==> config.mk <==
export PLATFORM = sky130hd
export DESIGN_NAME = prs_ctrl
export DESIGN_NICKNAME = d
export VERILOG_FILES = /design/src/rtl/core/prs_pkg.sv /design/src/rtl/core/prs_ctrl.sv
export SDC_FILE = /design/constraint.sdc
export NUM_CORES = 1
export LEC_CHECK = 0
export ABC_AREA = 1
export BUFFER_PORTS_ARGS = -buffer_cell sky130_fd_sc_hd__clkbuf_2
export CAP_MARGIN = 10
export CORE_AREA = 10 10 47 49
export CTS_BUF_LIST = sky130_fd_sc_hd__clkbuf_4 sky130_fd_sc_hd__clkbuf_8
export DETAILED_ROUTE_END_ITERATION = 8
export DIE_AREA = 0 0 57 59
export PLACE_DENSITY = 0.53
export SYNTH_ARGS = -nofsm -noshare
export SYNTH_HDL_FRONTEND = slang
export SYNTH_SLANG_ARGS = --single-unit
==> constraint.sdc <==
create_clock -name aclk -period 1.5 [get_ports aclk]
set_clock_uncertainty 0.15 [all_clocks]
set_input_delay 0.075 -clock aclk [delete_from_list [all_inputs] [get_ports aclk]]
set_output_delay 0.075 -clock aclk [all_outputs]
set_load 0.005 [all_outputs]
==> src/rtl/core/prs_pkg.sv <==
// ----------------------------------------------------------------------------
// prs_pkg
// Shared types and constants for the probe round-trip statistics block.
// ----------------------------------------------------------------------------
`default_nettype none

package prs_pkg;

    // Default geometry
    localparam int SAMPLE_DEPTH_DEF = 1024;
    localparam int DELAY_BITS_DEF   = 20;

    // Fixed field widths and constants
    localparam int CNT_W       = 10;    // probe_count / reply_count
    localparam int LOSS_W      = 7;     // loss_percent
    localparam int MAX_PROBES  = 1000;
    localparam int PERCENT     = 100;
    localparam int SQ_SAT_W    = 64;    // deviation accumulator width is capped here; it saturates at its width
    localparam int PROBE_RESET = 1;

    typedef enum logic [1:0] {
        DIV_AVG,
        DIV_VAR,
        DIV_LOSS
    } div_sel_t;

    typedef enum logic [2:0] {
        ST_IDLE,
        ST_AVG_WAIT,
        ST_SWEEP,
        ST_DRAIN,
        ST_VAR_WAIT,
        ST_SQRT_WAIT,
        ST_LOSS_WAIT,
        ST_EMIT
    } state_t;

    // controller -> datapath
    typedef struct packed {
        logic     rec;          // record one delay word
        logic     sweep_init;   // clear sample index and square accumulator
        logic     sweep_rd;     // read next stored sample
        logic     div_start;
        div_sel_t div_sel;
        logic     sqrt_start;
        logic     emit;         // load result word and clear the run
    } cmd_t;

    // datapath -> controller
    typedef struct packed {
        logic has_replies;
        logic lim_zero;
        logic sweep_last;
        logic pipe_busy;
        logic div_busy;
        logic sqrt_busy;
        logic out_free;
    } stat_t;

endpackage

`default_nettype wire

==> src/rtl/core/prs_ctrl.sv <==
// ----------------------------------------------------------------------------
// prs_ctrl
// Sequencer: records replies; on a finish word runs mean, sample sweep,
// variance, square root and loss steps, only loss with no replies, none if the limit is zero too.
// ----------------------------------------------------------------------------
`default_nettype none

module prs_ctrl (
    input  wire logic          aclk,
    input  wire logic          aresetn,
    input  wire logic          s_valid,
    input  wire logic          s_cmd,
    output logic               s_ready,
    input  wire prs_pkg::stat_t stat,
    output prs_pkg::cmd_t      cmd
);

    prs_pkg::state_t state_reg;
    prs_pkg::state_t state_next;

    always_ff @(posedge aclk) begin
        if (!aresetn) begin
            state_reg <= prs_pkg::ST_IDLE;
        end else begin
            state_reg <= state_next;
        end
    end

    always_comb begin
        state_next     = state_reg;
        cmd            = '0;
        cmd.div_sel    = prs_pkg::DIV_AVG;
        s_ready        = 1'b0;
        case (state_reg)
            prs_pkg::ST_IDLE: begin
                s_ready = 1'b1;
                if (s_valid) begin
                    if (!s_cmd) begin
                        cmd.rec = 1'b1;
                    end else if (stat.has_replies) begin
                        cmd.div_start  = 1'b1;
                        cmd.div_sel    = prs_pkg::DIV_AVG;
                        cmd.sweep_init = 1'b1;
                        state_next     = prs_pkg::ST_AVG_WAIT;
                    end else if (!stat.lim_zero) begin
                        cmd.div_start = 1'b1;
                        cmd.div_sel   = prs_pkg::DIV_LOSS;
                        state_next    = prs_pkg::ST_LOSS_WAIT;
                    end else begin
                        state_next = prs_pkg::ST_EMIT;
                    end
                end
            end
            prs_pkg::ST_AVG_WAIT: begin
                if (!stat.div_busy) begin
                    state_next = prs_pkg::ST_SWEEP;
                end
            end
            prs_pkg::ST_SWEEP: begin
                cmd.sweep_rd = 1'b1;
                if (stat.sweep_last) begin
                    state_next = prs_pkg::ST_DRAIN;
                end
            end
            prs_pkg::ST_DRAIN: begin
                if (!stat.pipe_busy) begin
                    cmd.div_start = 1'b1;
                    cmd.div_sel   = prs_pkg::DIV_VAR;
                    state_next    = prs_pkg::ST_VAR_WAIT;
                end
            end
            prs_pkg::ST_VAR_WAIT: begin
                if (!stat.div_busy) begin
                    cmd.sqrt_start = 1'b1;
                    state_next     = prs_pkg::ST_SQRT_WAIT;
                end
            end
            prs_pkg::ST_SQRT_WAIT: begin
                // replies present implies a nonzero limit unless the count was lowered to zero during the run
                if (!stat.sqrt_busy) begin
                    cmd.div_start = 1'b1;
                    cmd.div_sel   = prs_pkg::DIV_LOSS;
                    state_next    = prs_pkg::ST_LOSS_WAIT;
                end
            end
            prs_pkg::ST_LOSS_WAIT: begin
                if (!stat.div_busy) begin
                    state_next = prs_pkg::ST_EMIT;
                end
            end
            prs_pkg::ST_EMIT: begin
                if (stat.out_free) begin
                    cmd.emit   = 1'b1;
                    state_next = prs_pkg::ST_IDLE;
                end
            end
            default: begin
                state_next = prs_pkg::ST_IDLE;
            end
        endcase
    end

endmodule

`default_nettype wire

==> results.ini, run 1 <==
[status]
status = finished, final reports clean

[routing]
dr.first_iter.drc_count = 5
routed_via_density = 4.54
wl_per_cell_um = 10.5
first_pass_iters = 4
drc = 0
postRouteAntennaNets = 0
drt_wl_total_um = 1180
vias = 508

[die]
die_w_um = 57
top_level_ports = 20
initial_utilization_pct = 27.7
row_count = 14
dieArea_um2 = 3360
die_h_um = 59
coreArea_um2 = 1400

[finish]
drive_gt1_share_pct = 46.9
areaGrowthSynthToFinish_pct = 49.4
final-instance-count-excl-fill = 112
postLayoutCoreUtil_pct = 41.3
diodes = 0
largest_register_ffs = 3
nNetsFinal = 108

[worst_setup_path]
crit_type = register to output port
worst-path-max-fanout = 8
critPathRequiredTime_ns = 1.27
crit_path_end_kind = output port
cp_data_arrival_time_ns = 1.20
critPathLaunchType = register

[run]
cap_violations = 0

[sta]
finalSetupViolCount = 0
fmax_mhz = 699
worstMarginPinSlew_ns = 0.176
fin_crit_ns = 1.43
slew_headroom_pct = 88.2
hold_violations = 0
slew_violations = 0
layout_setup_ws_ns = 0.0702
finalCritPeriodShare_pct = 95.3

[pwr]
power_frac_comb_pct = 63.5
p_int_mw = 0.497
sequentialPowerShare_pct = 20.2
power_switching_mw = 0.481
p_per_area_nw_per_um2 = 1690
clock_power_share_pct = 16.4
ir_worst_vdd_v = 0.000510
p_leak_nw = 0.336
switching_share_pct = 49.2

[cts]
insertion_delay_ns = 0.23
clock-sinks = 3
cts_buffers = 3
cts_root_buf = clkbuf_4
cts_max_level = 1
tritoncts = yes
clock_path_buffers = 2
clk_pin_slew_ns = 0.04

[yosys]
synth_area_per_cell_um2 = 5.46
ys_ff_latch = 3
synth_fp_nets = 82
synth_cells = 71
yosysSeqAreaShare_pct = 15.5
ys_types = 15
synth_area_um2 = 388
yosysWarnings = 0

[hold_path]
hold_class = input pin to register

[global_route]
grt_max_degree = 9
grt_pass1_vias = 489
antenna_found_initial = 0
grt_pass1_wl_um = 1870
grt-ovfl-total = 0
grt_usage_pct = 6.65

[place]
pre_cts_ws_ns = 0.0969
io_buffers = 19
dpl.cell_count = 105
gp_congestion = 0.782
dp_hpwl_um = 955

critical path, stage by stage (launching register included):
cell and delay, ns:
dfxtp_4 0.40, inv_4 0.06, nor2_1 0.16, nand3b_1 0.14
nand3b_1 0.11, clkbuf_2 0.11
per-layer routing:
metal	wire [um]	GRT usage (%)	vias to the layer above	part of all wire [%]
li1	-	-	272	-
met1	503	6.76	217	43
met2	606	11.8	19	51
met3	67	2.58	0	5.7
met4	0	3.02	0	0
met5	0	0	-	0
area by class of cell:
type	count	area, um^2
clock buffer	4	30.0
fill	166	822
inverter	14	55.1
multi-input combinational	53	288
sequential	3	66.3
tap	16	20.0
timing repair buffer	22	120
cells in the mapped netlist:
master    count  area share, %
nand2_2       2            3.2
nor2_2        5            8.1
nor3_1        3            3.9
inv_2         4            3.9
nand3_2       3            7.7
o21ai_0       4            5.2
nor2_1       11             11
nand4_1       1            1.6
nand3_1       6            7.7
nand2_1      14             14
a21oi_1       2            2.6
dfxtp_1       3             15
nand3b_1      2            3.9
buf_6         1            2.9
inv_1        10            9.7
final timing paths:
path         slack, ns  depth (start not counted)         start      endpoint
max reg2reg       0.12                          9  state_reg[2]  state_reg[0]
min               0.09                          4       stat[0]  state_reg[2]
min reg2reg       0.38                          2  state_reg[1]  state_reg[1]
max               0.07                          5  state_reg[0]        cmd[4]
cells by family after synthesis:
logic type / synth area share (%)
simple gates: 60.3
compound gates: 7.74
flops: 15.5
buf+inv: 16.5
what timing repair did:
action	in CTS	in global routing
setup buffers	2	0
cloned	0	0
hold endpoints to repair	2	0
hold buffers	1	0
pin swaps	0	1
resized for setup	2	9
setup endpoints to repair	2	7
power groups by stage:
stage | clock network, mW | logic, mW | registers (mW)
final | 0.160 | 0.621 | 0.197
after global routing | 0.173 | 0.709 | 0.205
after CTS | 0.163 | 0.579 | 0.180
after detailed placement | 0 | 0.539 | 0.179
after global placement | 0 | 0.543 | 0.181
after floorplan | 0 | 0.439 | 0.148
cells in the final DEF (no fill, tap or decap):
master | synthesis | routed
inv_1 | 10 | 10
inv_4 | 0 | 1
dlygate4sd3_1 | 0 | 1
nand3b_1 | 2 | 2
nor2_2 | 5 | 5
nand4_1 | 1 | 1
clkbuf_4 | 0 | 4
inv_2 | 4 | 3
nand3_2 | 3 | 2
dfxtp_4 | 0 | 1
nor3_1 | 3 | 2
dfxtp_2 | 0 | 2
nand3_4 | 0 | 1
buf_4 | 0 | 2
o21ai_0 | 4 | 3
nand2_2 | 2 | 2
nor2_1 | 11 | 10
o21ai_2 | 0 | 1
a21oi_1 | 2 | 2
nor2_4 | 0 | 1
nor3_2 | 0 | 1
nand3_1 | 6 | 6
nand2_1 | 14 | 14
clkbuf_2 | 0 | 19
stage by stage:
stage               hold slack, ns  total power [mW]  setup TNS, ns  instance area [um^2]
floorplan                   0.0311             0.586              0                   388
global placement             0.167             0.724              0                   492
detailed placement           0.170             0.718              0                   492
CTS                         0.0857             0.922              0                   551
global route                 0.118              1.09       -0.00717                   579
finish                      0.0868             0.978              0                   579
Note: power is estimated with default switching activity, not from simulation.
==> inputs of run 2 (changes only) <==
--- a/config.mk
+++ b/config.mk
@@ -9,7 +9,7 @@
 export BUFFER_PORTS_ARGS = -buffer_cell sky130_fd_sc_hd__clkbuf_2
 export CAP_MARGIN = 10
 export CORE_AREA = 10 10 47 49
-export CTS_BUF_LIST = sky130_fd_sc_hd__clkbuf_4 sky130_fd_sc_hd__clkbuf_8
+export CTS_BUF_LIST = sky130_fd_sc_hd__clkbuf_2
 export DETAILED_ROUTE_END_ITERATION = 8
 export DIE_AREA = 0 0 57 59
 export PLACE_DENSITY = 0.53
==> run 2 against run 1 <==
Against the previous run: utilization fell by 1.6 points; register-to-register slack barely moved; largest cell class unchanged; worst hold slack improved by 0.024 ns; clock power fell by 29%.
==> results.ini, run 2 (same netlist as run 1, synthesis figures left out) <==
[global_route]
busiest_layer = met2
grt-ovfl-total = 0
met1_usage_pct = 6.64
grt_use_met3_pct = 2.58
antenna_found_initial = 0
grt_usage_pct = 6.57
use_met2_pct = 11.6
grt_pass1_vias = 483
grt_pass1_wl_um = 1840
grt_max_degree = 9

[sta]
hold_violations = 0
slew_violations = 0
finalCritPeriodShare_pct = 94.1
finalSetupViolCount = 0
slew_headroom_pct = 88.0
worstMarginPinSlew_ns = 0.179
fmax_mhz = 708
setup-tns-final_ns = 0
worst_hold_slack_ns = 0.111
fin_crit_ns = 1.41

[die]
dieArea_um2 = 3360
die_w_um = 57
top_level_ports = 20
die_h_um = 59
row_count = 14
initial_utilization_pct = 27.7
coreArea_um2 = 1400

[routing]
vias = 496
postRouteAntennaNets = 0
first_pass_iters = 4
dr.first_iter.drc_count = 9
routed_via_density = 4.47
drt_wl_total_um = 1160
wl_per_cell_um = 10.5
drc = 0

[pwr]
p_per_area_nw_per_um2 = 1630
ir_worst_vdd_v = 0.000506
p_leak_nw = 0.329

[hold_path]
min_from = stat[0]
holdPathStages = 4
hold_class = input pin to register
holdPathEnd = state_reg[2]

[finish]
final_cell_mix = 23 x clkbuf_2, 14 x nand2_1, 10 x inv_1, 10 x nor2_1
largest_register_ffs = 3
diodes = 0
drive_gt1_share_pct = 46.3
fillerInstances = 166
nNetsFinal = 107
postLayoutCoreUtil_pct = 39.7
final_common_cell = clkbuf_2
areaGrowthSynthToFinish_pct = 43.5

[worst_setup_path]
r2r-end = state_reg[0]
worst-path-max-fanout = 8
critPathRequiredTime_ns = 1.27
crit_path_end_kind = output port
critPathLaunchType = register
ff2ff_setup_slack_ns = 0.12
cp_data_arrival_time_ns = 1.19
rr_startpoint = state_reg[2]
reg2regPathDepth = 9
crit_type = register to output port

[status]
status = finished, final reports clean

[place]
dp_hpwl_um = 955
io_buffers = 19
gp_congestion = 0.782

[cts]
clock-sinks = 3
clock_path_buffers = 2
insertion_delay_ns = 0.21
cts_max_level = 1
cts_buffers = 3
tritoncts = yes
cts_root_buf = clkbuf_2
clk_pin_slew_ns = 0.04

[run]
cap_violations = 0

run 2: layout make-up:
cell class	count	area, um^2	share of cell area, %
clock buffers	4	20.0	3.60
repair buffers	21	113	20.2
flip-flops and latches	3	66.3	11.9
inverters	14	55.1	9.89
multi-input cells	53	283	50.8
well taps	16	20.0	3.60
run 2: power by group:
group	internal, mW	switching [mW]	leakage (nW)
Combinational	0.238	0.357	0.286
Sequential	0.126	0.0706	0.0261
Clock	0.0703	0.0426	0.0166
Total	0.434	0.471	0.329
run 2: routing by layer:
metal / part of all wire (%) / wire [um]
met4: 0.95 / 11
met3: 5.8 / 67
met1: 44 / 508
met5: 0 / 0
met2: 49 / 572
run 2: worst max-delay path by stage:
stage	from	endpoint	slack, ns
6_report	state_reg[0]	cmd[4]	0.09
5_1_grt	state_reg[2]	state_reg[2]	-0.003
4_1_cts	state_reg[1]	cmd[3]	0.01
3_5_place_dp	state_reg[0]	state_reg[0]	0.1
3_3_place_gp	state_reg[0]	state_reg[2]	0.1
2_1_floorplan	state_reg[0]	state_reg[1]	0.29
run 2: per-stage QoR:
stage / instances / worst slack [ns] / cell area, um^2 / power, mW
finish: 111 / 0.0885 / 557 / 0.905
global route: 111 / -0.00261 / 557 / 1.01
CTS: 111 / 0.0141 / 533 / 0.860
detailed placement: 105 / 0.0969 / 492 / 0.718
global placement: 105 / 0.0997 / 492 / 0.724
floorplan: 71 / 0.288 / 388 / 0.586
run 2: repair_timing:
action,CTS,global route
resized for setup,2,8
endpoints found under the hold margin,2,0
setup buffers,1,0
hold buffers,1,0
setup endpoints to repair,2,8
run 2: worst max-delay path, stage by stage, from the launching register on:
cell and delay (ns):
dfxtp_4 0.39, inv_2 0.07, nor2_1 0.16, nand3b_1 0.14
nand3b_1 0.11, clkbuf_2 0.11
